==> src/rtl/lgst_pkg.sv <==
// lgst_pkg: widths, constants and state encoding for the light gate speed timer.
// No dependencies; used by lgst_div, light_gate_speed_timer and lgst_chk.
`timescale 1ns / 1ps
`default_nettype none
package lgst_pkg;

  localparam int SPACING_W = 14;
  localparam logic [SPACING_W-1:0] SPACING_RST = 14'd500;

  // cm/s in Q8 from hundredths of a cm per 1 us tick: 1e6 / 100 * 256
  localparam int SCALE_W = 22;
  localparam logic [SCALE_W-1:0] SCALE_Q8 = 22'd2560000;

  localparam int K_W     = SPACING_W + SCALE_W;
  localparam int SPEED_W = 35;
  localparam int IVL_W   = 32;

  localparam int S_TDATA_W = 8;
  localparam int M_TDATA_W = 104;

  typedef enum logic [3:0] {
    ST_IDLE = 4'b0001,
    ST_DIV1 = 4'b0010,
    ST_DIV2 = 4'b0100,
    ST_DONE = 4'b1000
  } state_e;

endpackage
`default_nettype wire

==> src/rtl/lgst_div.sv <==
// lgst_div: bit-serial restoring divider, one quotient bit per cycle.
// Depends on lgst_pkg for the dividend width.
`timescale 1ns / 1ps
`default_nettype none
module lgst_div #(
  parameter int DIVISOR_W = 32
) (
  input  wire logic                      clk_i,
  input  wire logic                      rst_ni,
  input  wire logic                      start_i,
  input  wire logic [lgst_pkg::K_W-1:0]  dividend_i,
  input  wire logic [DIVISOR_W-1:0]      divisor_i,
  output logic                           done_o,
  output logic [lgst_pkg::K_W-1:0]       quotient_o
);

  localparam int NW = lgst_pkg::K_W;
  localparam int CW = $clog2(NW);

  logic [DIVISOR_W-1:0] rem_q, rem_d;
  logic [DIVISOR_W-1:0] dvs_q;
  logic [NW-1:0]        quo_q, quo_d;
  logic [CW-1:0]        cnt_q;
  logic                 busy_q, done_q;
  logic [DIVISOR_W:0]   shifted, diff;
  logic                 ge;

  // dividend bits shift out of the top of quo_q while quotient bits enter at the bottom
  always_comb begin
    shifted = {rem_q, quo_q[NW-1]};
    diff    = shifted - {1'b0, dvs_q};
    ge      = ~diff[DIVISOR_W];
    rem_d   = ge ? diff[DIVISOR_W-1:0] : shifted[DIVISOR_W-1:0];
    quo_d   = {quo_q[NW-2:0], ge};
  end

  always_ff @(posedge clk_i or negedge rst_ni) begin
    if (!rst_ni) begin
      busy_q <= 1'b0;
      done_q <= 1'b0;
      cnt_q  <= '0;
    end else begin
      done_q <= 1'b0;
      if (start_i) begin
        busy_q <= 1'b1;
        cnt_q  <= '0;
      end else if (busy_q) begin
        cnt_q <= cnt_q + 1'b1;
        if (cnt_q == CW'(NW - 1)) begin
          busy_q <= 1'b0;
          done_q <= 1'b1;
        end
      end
    end
  end

  always_ff @(posedge clk_i) begin
    if (start_i) begin
      rem_q <= '0;
      quo_q <= dividend_i;
      dvs_q <= divisor_i;
    end else if (busy_q) begin
      rem_q <= rem_d;
      quo_q <= quo_d;
    end
  end

  assign done_o     = done_q;
  assign quotient_o = quo_q;

endmodule
`default_nettype wire

==> src/rtl/light_gate_speed_timer.sv <==
// Light gate speed timer: one tick transaction per cycle while idle; a pass through
// gate three starts two serial divisions (K/t1, K/t2) on one shared divider.
// The result is presented once both divisions are done; no tick is accepted while they
// run, nor while the result waits in front of a full output register. Ticks that
// close no pass are taken every cycle.
// Reset (async, active low): gates read as high, all arming and counts cleared, spacing 500.
`timescale 1ns / 1ps
`default_nettype none
module light_gate_speed_timer #(
  parameter int COUNT_WIDTH = 32
) (
  input  wire logic                            clk_i,
  input  wire logic                            rst_ni,
  input  wire logic                            cfg_we_i,
  input  wire logic [lgst_pkg::SPACING_W-1:0]  cfg_wdata_i,    // gate_spacing
  input  wire logic                            s_axis_tvalid_i,
  output logic                                 s_axis_tready_o,
  // [0] gate_one_level, [1] gate_two_level, [2] gate_three_level, [7:3] zero
  input  wire logic [lgst_pkg::S_TDATA_W-1:0]  s_axis_tdata_i,
  output logic                                 m_axis_tvalid_o,
  input  wire logic                            m_axis_tready_i,
  // [34:0] speed_q8, [66:35] first_interval, [98:67] second_interval, [103:99] zero
  output logic [lgst_pkg::M_TDATA_W-1:0]       m_axis_tdata_o,
  output logic                                 m_axis_tuser_o  // bad_interval
);

  localparam int KW = lgst_pkg::K_W;
  localparam int XW = (COUNT_WIDTH > lgst_pkg::IVL_W) ? COUNT_WIDTH : lgst_pkg::IVL_W;

  logic [lgst_pkg::SPACING_W-1:0] spacing_q;
  lgst_pkg::state_e state_q, state_d;

  logic prev1_q, prev2_q;
  logic armed1_q, armed2_q, run1_q, run2_q;
  logic [COUNT_WIDTH-1:0] cnt1_q, cnt2_q, lat_q;

  logic armed1_d, armed2_d, run1_d, run2_d;
  logic [COUNT_WIDTH-1:0] cnt1_d, cnt2_d, lat_d;
  logic [COUNT_WIDTH-1:0] t1_pick;
  logic fall1, fall2, fire, tick;

  logic [COUNT_WIDTH-1:0] t1_q, t2_q;
  logic [KW-1:0]          k_q, q1_q, q2_q;
  logic                   start_q;

  logic                   div_done;
  logic [KW-1:0]          div_quo;
  logic [COUNT_WIDTH-1:0] div_dvs;

  logic                   m_valid_q;
  logic [lgst_pkg::SPEED_W-1:0] speed_q;
  logic [lgst_pkg::IVL_W-1:0]   ivl1_q, ivl2_q;
  logic                   bad_q;

  logic [KW:0]                  sum;
  logic [lgst_pkg::SPEED_W-1:0] speed_sat;
  logic [XW-1:0]                t1x, t2x;
  logic [lgst_pkg::IVL_W-1:0]   ivl1_sat, ivl2_sat;
  logic                         out_free;

  assign s_axis_tready_o = (state_q == lgst_pkg::ST_IDLE);
  assign tick            = s_axis_tvalid_i & s_axis_tready_o;
  assign out_free        = ~m_valid_q | m_axis_tready_i;

  // per-tick gate sequence, in the order arm / hand over / close / count
  always_comb begin
    fall1    = prev1_q & ~s_axis_tdata_i[0];
    fall2    = prev2_q & ~s_axis_tdata_i[1];
    armed1_d = armed1_q | fall1;
    run1_d   = run1_q | fall1;
    armed2_d = armed2_q;
    run2_d   = run2_q;
    lat_d    = lat_q;
    cnt1_d   = cnt1_q;
    cnt2_d   = cnt2_q;
    if (fall2 && armed1_d) begin
      armed2_d = 1'b1;
      lat_d    = cnt1_q;
      run1_d   = 1'b0;
      run2_d   = 1'b1;
    end
    // first interval of a closing pass, taken before the clear
    t1_pick = lat_d;
    fire = ~s_axis_tdata_i[2] & armed2_d;
    if (fire) begin
      armed1_d = 1'b0;
      armed2_d = 1'b0;
      run1_d   = 1'b0;
      run2_d   = 1'b0;
      lat_d    = '0;
      cnt1_d   = '0;
      cnt2_d   = '0;
    end
    if (run1_d && cnt1_d != '1) cnt1_d = cnt1_d + 1'b1;
    if (run2_d && cnt2_d != '1) cnt2_d = cnt2_d + 1'b1;
  end

  always_ff @(posedge clk_i or negedge rst_ni) begin
    if (!rst_ni) begin
      spacing_q <= lgst_pkg::SPACING_RST;
      prev1_q   <= 1'b1;
      prev2_q   <= 1'b1;
      armed1_q  <= 1'b0;
      armed2_q  <= 1'b0;
      run1_q    <= 1'b0;
      run2_q    <= 1'b0;
      cnt1_q    <= '0;
      cnt2_q    <= '0;
      lat_q     <= '0;
    end else begin
      if (cfg_we_i) spacing_q <= cfg_wdata_i;
      if (tick) begin
        prev1_q  <= s_axis_tdata_i[0];
        prev2_q  <= s_axis_tdata_i[1];
        armed1_q <= armed1_d;
        armed2_q <= armed2_d;
        run1_q   <= run1_d;
        run2_q   <= run2_d;
        cnt1_q   <= cnt1_d;
        cnt2_q   <= cnt2_d;
        lat_q    <= lat_d;
      end
    end
  end

  always_comb begin
    state_d = state_q;
    unique case (state_q)
      lgst_pkg::ST_IDLE: if (tick && fire) state_d = lgst_pkg::ST_DIV1;
      lgst_pkg::ST_DIV1: if (div_done) state_d = lgst_pkg::ST_DIV2;
      lgst_pkg::ST_DIV2: if (div_done) state_d = lgst_pkg::ST_DONE;
      lgst_pkg::ST_DONE: if (out_free) state_d = lgst_pkg::ST_IDLE;
      default:           state_d = lgst_pkg::ST_IDLE;
    endcase
  end

  always_ff @(posedge clk_i or negedge rst_ni) begin
    if (!rst_ni) begin
      state_q   <= lgst_pkg::ST_IDLE;
      start_q   <= 1'b0;
      m_valid_q <= 1'b0;
    end else begin
      state_q <= state_d;
      start_q <= (tick & fire) | ((state_q == lgst_pkg::ST_DIV1) & div_done);
      if (state_q == lgst_pkg::ST_DONE && out_free) m_valid_q <= 1'b1;
      else if (m_axis_tready_i)                     m_valid_q <= 1'b0;
    end
  end

  // operands of the closing pass, and the two quotients as each division finishes
  always_ff @(posedge clk_i) begin
    if (tick && fire) begin
      t1_q <= t1_pick;
      t2_q <= cnt2_q;
      k_q  <= KW'(spacing_q) * KW'(lgst_pkg::SCALE_Q8);
    end
    if (state_q == lgst_pkg::ST_DIV1 && div_done) q1_q <= div_quo;
    if (state_q == lgst_pkg::ST_DIV2 && div_done) q2_q <= div_quo;
  end

  assign div_dvs = (state_q == lgst_pkg::ST_DIV2) ? t2_q : t1_q;

  lgst_div #(
    .DIVISOR_W (COUNT_WIDTH)
  ) u_div (
    .clk_i      (clk_i),
    .rst_ni     (rst_ni),
    .start_i    (start_q),
    .dividend_i (k_q),
    .divisor_i  (div_dvs),
    .done_o     (div_done),
    .quotient_o (div_quo)
  );

  always_comb begin
    sum       = {1'b0, q1_q} + {1'b0, q2_q};
    speed_sat = (sum[KW:lgst_pkg::SPEED_W+1] != '0) ? '1 : sum[lgst_pkg::SPEED_W:1];
    t1x       = XW'(t1_q);
    t2x       = XW'(t2_q);
    ivl1_sat  = (t1x > XW'(32'hFFFF_FFFF)) ? '1 : t1x[lgst_pkg::IVL_W-1:0];
    ivl2_sat  = (t2x > XW'(32'hFFFF_FFFF)) ? '1 : t2x[lgst_pkg::IVL_W-1:0];
  end

  always_ff @(posedge clk_i) begin
    if (state_q == lgst_pkg::ST_DONE && out_free) begin
      bad_q   <= (t1_q == '0) | (t2_q == '0);
      speed_q <= ((t1_q == '0) || (t2_q == '0)) ? '0 : speed_sat;
      ivl1_q  <= ivl1_sat;
      ivl2_q  <= ivl2_sat;
    end
  end

  assign m_axis_tvalid_o = m_valid_q;
  assign m_axis_tdata_o  = {5'd0, ivl2_q, ivl1_q, speed_q};
  assign m_axis_tuser_o  = bad_q;

endmodule
`default_nettype wire

==> config.mk <==
export PLATFORM = sky130hd
export DESIGN_NAME = light_gate_speed_timer
export DESIGN_NICKNAME = d
export VERILOG_FILES = /design/src/rtl/lgst_pkg.sv /design/src/rtl/lgst_div.sv /design/src/rtl/light_gate_speed_timer.sv
export SDC_FILE = /design/constraint.sdc
export NUM_CORES = 1
export LEC_CHECK = 0
export BUFFER_PORTS_ARGS = -buffer_cell sky130_fd_sc_hd__buf_4
export CAP_MARGIN = 20
export CORE_UTILIZATION = 50
export CTS_CLUSTER_SIZE = 24
export DETAILED_ROUTE_END_ITERATION = 10
export GPL_ROUTABILITY_DRIVEN = 0
export PLACE_DENSITY = 0.71
export SETUP_SLACK_MARGIN = 0.5
export SLEW_MARGIN = 25
export SYNTH_ARGS = -nofsm -noshare
export SYNTH_HDL_FRONTEND = slang
export SYNTH_SLANG_ARGS = --single-unit
export TNS_END_PERCENT = 1
==> constraint.sdc <==
create_clock -name clk_i -period 5.6 [get_ports clk_i]
set_input_delay 0.28 -clock clk_i [delete_from_list [all_inputs] [get_ports clk_i]]
set_output_delay 0.28 -clock clk_i [all_outputs]
set_load 0.01 [all_outputs]
After elaboration in Yosys (flattened, before gate mapping)
Index checks and enable logic that the tools add are counted.
- bits of input ports: 27
- logic and storage cells: 110
- flip-flop bits (word level): 490
- multipliers: 1
- $add $sub $neg: 5
- mux-type cells: 33
- equal/unequal tests: 11
- bitwise gates (word level): 16
- reductions and logical operators: 13
- magnitude comparators: 2
- operators by type and width (cell ; count):
    32-bit two-way mux ; 8
    36-bit two-way mux ; 2
    32-bit by 1-bit adder with 32-bit output (second input constant) ; 2
    32-bit greater-than comparator (second input constant) ; 2
    32-bit logical NOT ; 2
    32-bit != test (second input constant) ; 2
    36-bit by 36-bit adder with 37-bit output ; 1
    35-bit two-way mux ; 1
    33-bit by 32-bit subtractor with 33-bit output ; 1
    14-bit by 10-bit multiplier with 24-bit output (second input constant) ; 1
    4-bit two-way mux ; 4
    4-bit one-hot mux with 4 select lines ; 1
    1-bit two-way mux ; 15
    6-bit two-way mux ; 2
    1-bit logical AND ; 7
    6-bit by 1-bit adder with 6-bit output (second input constant) ; 1
    1-bit AND ; 6
    6-bit equality test (second input constant) ; 1
    2-bit by 1-bit != test with 1-bit output (second input constant) ; 3
    1-bit inverter ; 5
    1-bit OR ; 5
    4-bit by 1-bit equality test with 1-bit output (second input constant) ; 1
    4-bit by 2-bit equality test with 1-bit output (second input constant) ; 1
    4-bit by 3-bit equality test with 1-bit output (second input constant) ; 1
    other kinds (5) ; 6

Logic depth before layout (Yosys ltp)
Gate-level depths: netlist of the first run.
- word-level depth: 10
- gate-level depth with buffers: 19
- gate-level depth less buffers: 19

Hierarchy
A second synthesis of the first run with hierarchy kept.
- cell total of the unflattened synthesis: 2138
- area total of the unflattened synthesis: 24770.0 sq um
- modules (own cells, without submodules) (module ; times used ; cells an instance ; area an instance (sq um)):
    light_gate_speed_timer ; 1 ; 1556 ; 18773.0
    lgst_div ; 1 ; 582 ; 5997.0

Worst setup path before layout of the first run
Ideal clock, no wire load.
- kind: register to register
- from: register state_q[1]
- to: register ivl1_q[0] (netlist bit), enable pin
- setup time: 559 ps
- path slack: 200 ps
- period minus slack after synthesis: 5400 ps
- stages on the path, launching flop included: 5
- arrival: 4841 ps
- cell sequence: dfrtp_1 > buf_2 > nor2_1 > nand2_1 > nor2_1
- cells in the longest elaborated chain, start to end: 2
- RTL lines (item ; RTL line ; text):
    from (decl) ; light_gate_speed_timer.sv:31 ; lgst_pkg::state_e state_q, state_d;
    from (signal assigned) ; light_gate_speed_timer.sv:139 ; state_q <= lgst_pkg::ST_IDLE;
    from (signal assigned) ; light_gate_speed_timer.sv:143 ; state_q <= state_d;
    4-bit equality test ; light_gate_speed_timer.sv:185 ; if (state_q == lgst_pkg::ST_DONE && out_free) begin
    1-bit logical AND ; light_gate_speed_timer.sv:185 ;
    to (signal assigned) ; light_gate_speed_timer.sv:188 ; ivl1_q <= ivl1_sat;
    to (decl) ; light_gate_speed_timer.sv:52 ; logic [lgst_pkg::IVL_W-1:0] ivl1_q, ivl2_q;
Every way passes these cells.
A chain may end at the register's enable or synchronous reset.

Final worst setup path of the first run
- from: register spacing_q[4] (netlist bit)
- to: register k_q[35], data pin
- cells in the longest elaborated chain, start to end: 1
- RTL lines (item ; RTL line ; text):
    from (decl) ; light_gate_speed_timer.sv:30 ; logic [lgst_pkg::SPACING_W-1:0] spacing_q;
    from (signal assigned) ; light_gate_speed_timer.sv:100 ; spacing_q <= lgst_pkg::SPACING_RST;
    from (signal assigned) ; light_gate_speed_timer.sv:111 ; if (cfg_we_i) spacing_q <= cfg_wdata_i;
    14-bit by 10-bit multiplier with 24-bit output ; light_gate_speed_timer.sv:155 ; k_q <= KW'(spacing_q) * KW'(lgst_pkg::SCALE_Q8);
    to (signal assigned) ; light_gate_speed_timer.sv:155 ;
    to (decl) ; light_gate_speed_timer.sv:43 ; logic [KW-1:0] k_q, q1_q, q2_q;
Every way passes these cells.

==> results of run 1 <==
## cell families after synthesis
kind of cell,after synthesis
AOI/OAI and AO/OA,439
xor gates and xnor gates,94
other,1
DFF,490
buffers and inverters,217
and+or+nand+nor,553
muxes,118
adders and majority gates,165
## per-stage QoR
stage | utilization, % | area (sq um) | hold WS [ns] | instances | power [mW]
floorplan | - | 24590 | -0.01559 | 2081 | 8.336
global placement | 54.32 | 26160 | 0.3383 | 2797 | 9.158
detailed placement | 54.34 | 26160 | 0.3375 | 2797 | 9.327
CTS | 58.01 | 27930 | 0.01972 | 2907 | 12.59
global route | 58.10 | 27970 | 0.05604 | 2909 | 13.35
finish | 58.10 | 27970 | 0.04769 | 2909 | 12.58
## timing repair
item / 4_1_cts / 5_1_grt
gates resized for setup: 1 / 5
hold buffers: 18 / 0
setup buffers: 0 / 1
hold endpoints to repair: 83 / 0
pin swaps: 0 / 1
gates cloned: 0 / 0
setup endpoints to repair: 1 / 2
## final timing paths
| check | from | cells past startpoint | end |
|---|---|---|---|
| worst max register to register | spacing_q[4] | 19 | k_q[35] |
| min in group asynchronous | rst_ni | 2 | cnt1_q[15] |
| worst min register to register | prev2_q | 2 | prev2_q |
| worst max-delay path | spacing_q[4] | 19 | k_q[35] |
| max in group asynchronous | rst_ni | 3 | start_q |
| worst min-delay path | cfg_we_i | 2 | spacing_q[4] |
## layout make-up
| cell class | instances | area [sq um] | area share (%) |
|---|---|---|---|
| clock inverter | 24 | 249.0 | 0.8901 |
| clock buffer | 68 | 1338 | 4.781 |
| tap | 656 | 820.8 | 2.934 |
| timing repair buffer | 161 | 1286 | 4.598 |
| inverter | 136 | 511.7 | 1.829 |
| multi-input combinational | 1374 | 10010 | 35.78 |
| sequential | 490 | 13760 | 49.19 |
## power groups by stage
stage | clock (mW) | combinational (mW) | sequential [mW]
detailed placement | 0 | 4.16 | 5.17
finish | 3.20 | 4.28 | 5.10
global placement | 0 | 4.02 | 5.14
floorplan | 0 | 3.38 | 4.96
CTS | 3.26 | 4.22 | 5.10
global route | 3.40 | 4.79 | 5.16
## worst register-to-register path, delay by kind of cell (launching register included)
| kind | cells | cell delay (ns) |
|---|---|---|
| adders and majority gates | 6 | 2.44 |
| AOI/OAI and AO/OA | 6 | 1.13 |
| DFF | 1 | 0.59 |
| buffers and inverters | 6 | 0.33 |
| xor gates and xnor gates | 1 | 0.09 |
## registers in the layout, summed over array words and instances, names as in the netlist, 14 cells and up
register          flops
t2_q                 32
speed_q              35
u_div.quotient_o     36
ivl1_q               32
u_div.dvs_q          32
k_q                  24
t1_q                 32
q2_q                 36
q1_q                 36
lat_q                32
cnt1_q               32
ivl2_q               32
u_div.rem_q          32
spacing_q            14
cnt2_q               32
## layer usage
metal / vias up / track usage, % / wire length, um
li1: 7839 / - / -
met1: 8085 / 28.67 / 23050
met2: 418 / 35.27 / 25450
met3: 101 / 3.410 / 2962
met4: 2 / 7.601 / 1675
met5: - / 0 / 8
## cell usage after synthesis (42+ instances only)
library cell / instances / share of area, %
dfrtp_1: 121 / 12
nor2_1: 86 / 1.3
edfxtp_1: 328 / 40
mux2_2: 87 / 4.0
nand3_1: 86 / 1.8
nand2_1: 189 / 2.9
inv_1: 135 / 2.1
clkbuf_1: 57 / 0.87
a21oi_1: 131 / 2.7
xnor2_1: 51 / 1.8
o21ai_0: 116 / 2.4
xor2_1: 42 / 1.5
ha_1: 134 / 6.8
==> metrics, run 1 <==
Worst Setup Start Kind register; P_sw around 4.2 mW; n_diodes 0; worst setup path class reg2reg; share of synthesized flip-flops with an asynchronous set or reset a little over a quarter; Setup Viol. Count Final 0; Place WS ~0.48 ns; largest net degree at the start of global routing 86; DR WL/cell 18.27 um; Mean Syn Cell Area approximately 12 sq um; total of max-cap violations 0; critical path cell sequence inv_1 > fa_1 > inv_1 > ha_1 > inv_1 > fa_1 > inv_1 > ha_1 > inv_1 > fa_1 > inv_1 > ha_1 > a21oi_2 > o21ai_1 > a211oi_2 > o21ai_1 > a31o_2 > a21oi_1 > xnor2_1; cell family with most CP delay adder cells; Fmax achieved ~0.21 GHz; CTS tree built; Final Routed Wirelength 53,150 um; number of flops mapped to enable cells by yosys ~330; worst hold path type in2reg; Seq pwr share roughly 41%; final worst slack 0.7551 ns; layout cell share with drive strength beyond 1 about 16%; Max clock buf depth 3; slowest CP cell dfstp_2; flop-to-flop setup slack between 0.7 and 0.8 ns; crit end category register; post-synthesis sequential area ratio between 50% and 60%; share of power burned in the clock network between 20% and 30%; top_reg_cell synth edfxtp_1; worst rel slew slack between 30% and 40%; most frequent cells in the layout edfxtp_1, nand2_1, buf_4, inv_1, ha_1; Via density roughly 5.7; clock latency on the worst-skew pair about 0.59 ns; Setup TNS Final 0 ns; number of synthesis warnings 0; clock root cell clkbuf_16; switching share of total power between 30 and 40%; I/O Buffers ~120; Max VDD drop just under 400 uV; drt pass-1 iters 5; Cell variety after synth 86; most common cell after layout, fill and taps aside edfxtp_1; main combinational cell family by area after synthesis compound AO/OA/AOI/OAI gates; Clock Sinks 490; Hold Vio Cnt, Final 0; crit path buf inv count 6; mux cell area share after synthesis about 5.3%; initial DRC count 1,165; Synth Area in XOR/XNOR ~3.4%; outcome finished clean; Worst Skew around 0.031 ns; Tmin final between 4 and 5 ns; CP max FO 4; Int Pwr roughly 8.3 mW; # fillers ~3,800; post-route ant nets 0; Seq cells post-synth 490; max-slew violations 0; slew at the pin closest to its max-slew limit roughly 1.0 ns; Die Width around 220 um; drt drc 0; Area Growth Syn to Fin 13.85%; initial antenna violation count 2; nets between 2,000 and 2,500; CP required around 5.9 ns; Syn Inst Count between 2,000 and 2,500; core area between 40,000 and 50,000 sq um; Chip Height 223.7 um; PD cells 449.6 nW/um^2; CTS clk-pin slew, worst paths 0.06 ns; vias in the first global route 16,390; first-pass GRT wire length approximately 85,000 um; Initial Utilization 51.03%; cell area after synthesis around 25,000 sq um; Combinational Power Share 34.1%; Final Cycle Share roughly 87%; DIE AREA 50,030 sq um; RSZ-0062 raised after global routing true; post-synthesis simple-gate area fraction between 10 and 15%; max incr delay on CP slightly below 0.6 ns; I/O pin cnt roughly 130; Total GRT Usage a little over a fifth; crit path DAT ~5.2 ns; most used cell, CP inv_1; Compound-Gate Fraction of Synth Area 11.21%; static leakage between 10 and 15 nW; DP HPWL about 37,000 um; vias post-DR between 15,000 and 20,000; # rows 80; cts bufs inserted ~50; Clock H-tree levels 2; post-synthesis adder-cell area fraction about a tenth; GRT overflow 0
Power figures use the tool's default switching activity.
==> inputs of run 2 (changes only) <==
--- a/config.mk
+++ b/config.mk
@@ -12,6 +12,7 @@
 export DETAILED_ROUTE_END_ITERATION = 10
 export GPL_ROUTABILITY_DRIVEN = 0
 export PLACE_DENSITY = 0.71
+export RECOVER_POWER = 100
 export SETUP_SLACK_MARGIN = 0.5
 export SLEW_MARGIN = 25
 export SYNTH_ARGS = -nofsm -noshare
==> metrics, run 2 (synthesis results as in run 1) <==
initial antenna violation count 2 (unchanged); Via density 5.638 (-0.27%); failing checks max-capacitance violations, max-slew violations; clock latency on the worst-skew pair 0.59 ns (about the same); most common cell after layout, fill and taps aside edfxtp_1; clock root cell clkbuf_16; Initial Utilization 51.03% (unchanged); first-pass GRT wire length 85,230 um (unchanged); CTS clk-pin slew, worst paths 0.06 ns (about the same); Total GRT Usage 21.38% (unchanged); GRT overflow 0 (unchanged); worst hold path type in2reg; final hold slack 0.03801 ns (-0.009682 ns); most used cell, CP inv_1; Hold Vio Cnt, Final 0 (unchanged); drt pass-1 iters 5 (unchanged); Tmin final 5.024 ns (+0.1795 ns); initial DRC count 1,194 (+2.5%); CP max FO 4 (unchanged); nets 2,404 (unchanged); PD cells 456.3 nW/um^2 (+1.5%); crit end category register; total of max-cap violations 10 (+10); I/O Buffers 123 (unchanged); CP required 5.92 ns (about the same); core area 48,150 sq um (unchanged); Final Routed Wirelength 53,230 um (+0.15%); largest net degree at the start of global routing 86 (unchanged); slew at the pin closest to its max-slew limit 3.775 ns (+2.764 ns); Worst Setup Start Kind register; multi-input logic area 9902 sq um (-1.1%); # fillers 3,929 (+3.4%); # rows 80 (unchanged); Sequential Area 13,760 sq um (about the same); max incr delay on CP 0.63 ns (+0.04 ns); post-route ant nets 0 (unchanged); Max VDD drop 361.2 uV (-6.6%); Setup Viol. Count Final 0 (unchanged); RSZ-0062 raised after global routing true; I/O pin cnt 134 (unchanged); cell family with most CP delay adder cells; cts bufs inserted 49 (unchanged); Final Cycle Share 89.72% (+3.2 points); vias in the first global route 16,390 (unchanged); Area Growth Syn to Fin 11.59%; crit path DAT 5.34 ns (+0.18 ns); crit path buf inv count 6 (unchanged); drt drc 0 (unchanged); Die Width 223.7 um (unchanged); most frequent cells in the layout edfxtp_1, nand2_1, inv_1, ha_1, a21oi_1; layout cell share with drive strength beyond 1 8.478% (-7.5 points); Fmax achieved 0.1990 GHz (-3.6%); Max clock buf depth 3 (unchanged); worst rel slew slack -151.7% (-180 points); critical path cell sequence inv_1 > fa_1 > inv_1 > ha_1 > inv_1 > fa_1 > inv_1 > ha_1 > inv_1 > fa_1 > inv_1 > ha_1 > a21oi_1 > o21ai_1 > a211oi_2 > o21ai_0 > a31o_2 > a21oi_1 > xnor2_1; Setup TNS Final 0 ns (unchanged); Clock Sinks 490 (unchanged); Chip Height 223.7 um (unchanged); DIE AREA 50,030 sq um (unchanged); slowest CP cell dfstp_1; n_diodes 0 (unchanged); Worst Skew 0.02973 ns (-0.0008154 ns); Clock H-tree levels 2 (unchanged); outcome finished with violations; max-slew violations 500 (+500); CTS tree built; DR WL/cell 18.30 um (+0.15%); DP HPWL 36,970 um (unchanged); vias post-DR 16,400 (-0.27%); worst setup path class reg2reg; static leakage 10.94 nW (-3.9%)
[run 2: timing repair]
| item | CTS | global route |
|---|---|---|
| hold buffers | 18 | 0 |
| setup endpoints to repair | 1 | 2 |
| buffers inserted | 0 | 1 |
| resized for setup | 1 | 5 |
| endpoints found under the hold margin | 83 | 0 |
| pin swaps | 0 | 1 |
[run 2: cell type report]
class                           instances  share of cell area [%]
Timing Repair Buffer                  161                   3.076
Multi-Input combinational cell       1374                   36.11
Clock buffer                           68                   4.878
Sequential cell                       490                   50.17
Clock inverter                         24                  0.9081
Tap cell                              656                   2.993
Inverter                              136                   1.866
[run 2: stage by stage]
| stage | util (%) | power (mW) | cells | cell area (sq um) | worst slack, ns |
|---|---|---|---|---|---|
| floorplan | - | 8.336 | 2081 | 24590 | 0.8987 |
| global placement | 54.32 | 9.158 | 2797 | 26160 | 0.5721 |
| detailed placement | 54.34 | 9.327 | 2797 | 26160 | 0.4767 |
| CTS | 58.01 | 12.59 | 2907 | 27930 | 0.5286 |
| global route | 56.95 | 13.29 | 2909 | 27420 | 0.2659 |
| finish | 56.95 | 12.51 | 2909 | 27420 | 0.5756 |
[run 2: path summary, 6_finish.rpt]
| path | startpoint | to | slack [ns] | cells past startpoint |
|---|---|---|---|---|
| worst max-delay path | spacing_q[4] | k_q[35] | 0.58 | 19 |
| worst min-delay path | m_axis_tready_i | m_axis_tvalid_o | 0.04 | 3 |
| worst max register to register | spacing_q[4] | k_q[35] | 0.58 | 19 |
| worst min register to register | prev2_q | prev2_q | 0.46 | 2 |
| max in group asynchronous | rst_ni | u_div.busy_q | 1.60 | 2 |
| min in group asynchronous | rst_ni | cnt1_q[15] | 1.55 | 2 |
[run 2: tightest hold or removal path: cells and delay by family]
kind          cells  cell delay, ns
simple gates      2            0.20
buf+inv           1            0.11
[run 2: power breakdown]
group          total (mW)  internal [mW]  switching, mW
logic                4.22           1.84           2.38
clock network        3.20           1.82           1.37
registers            5.10           4.65          0.445
[run 2: metal layers]
layer	part of all wire, %	vias to the layer above	wire length, um	track usage, %
met2	48	418	25430	35.27
li1	-	7838	-	-
met4	3.3	2	1750	7.601
met5	0.015	-	8	0
met1	44	8038	23390	28.67
met3	5.0	104	2650	3.410
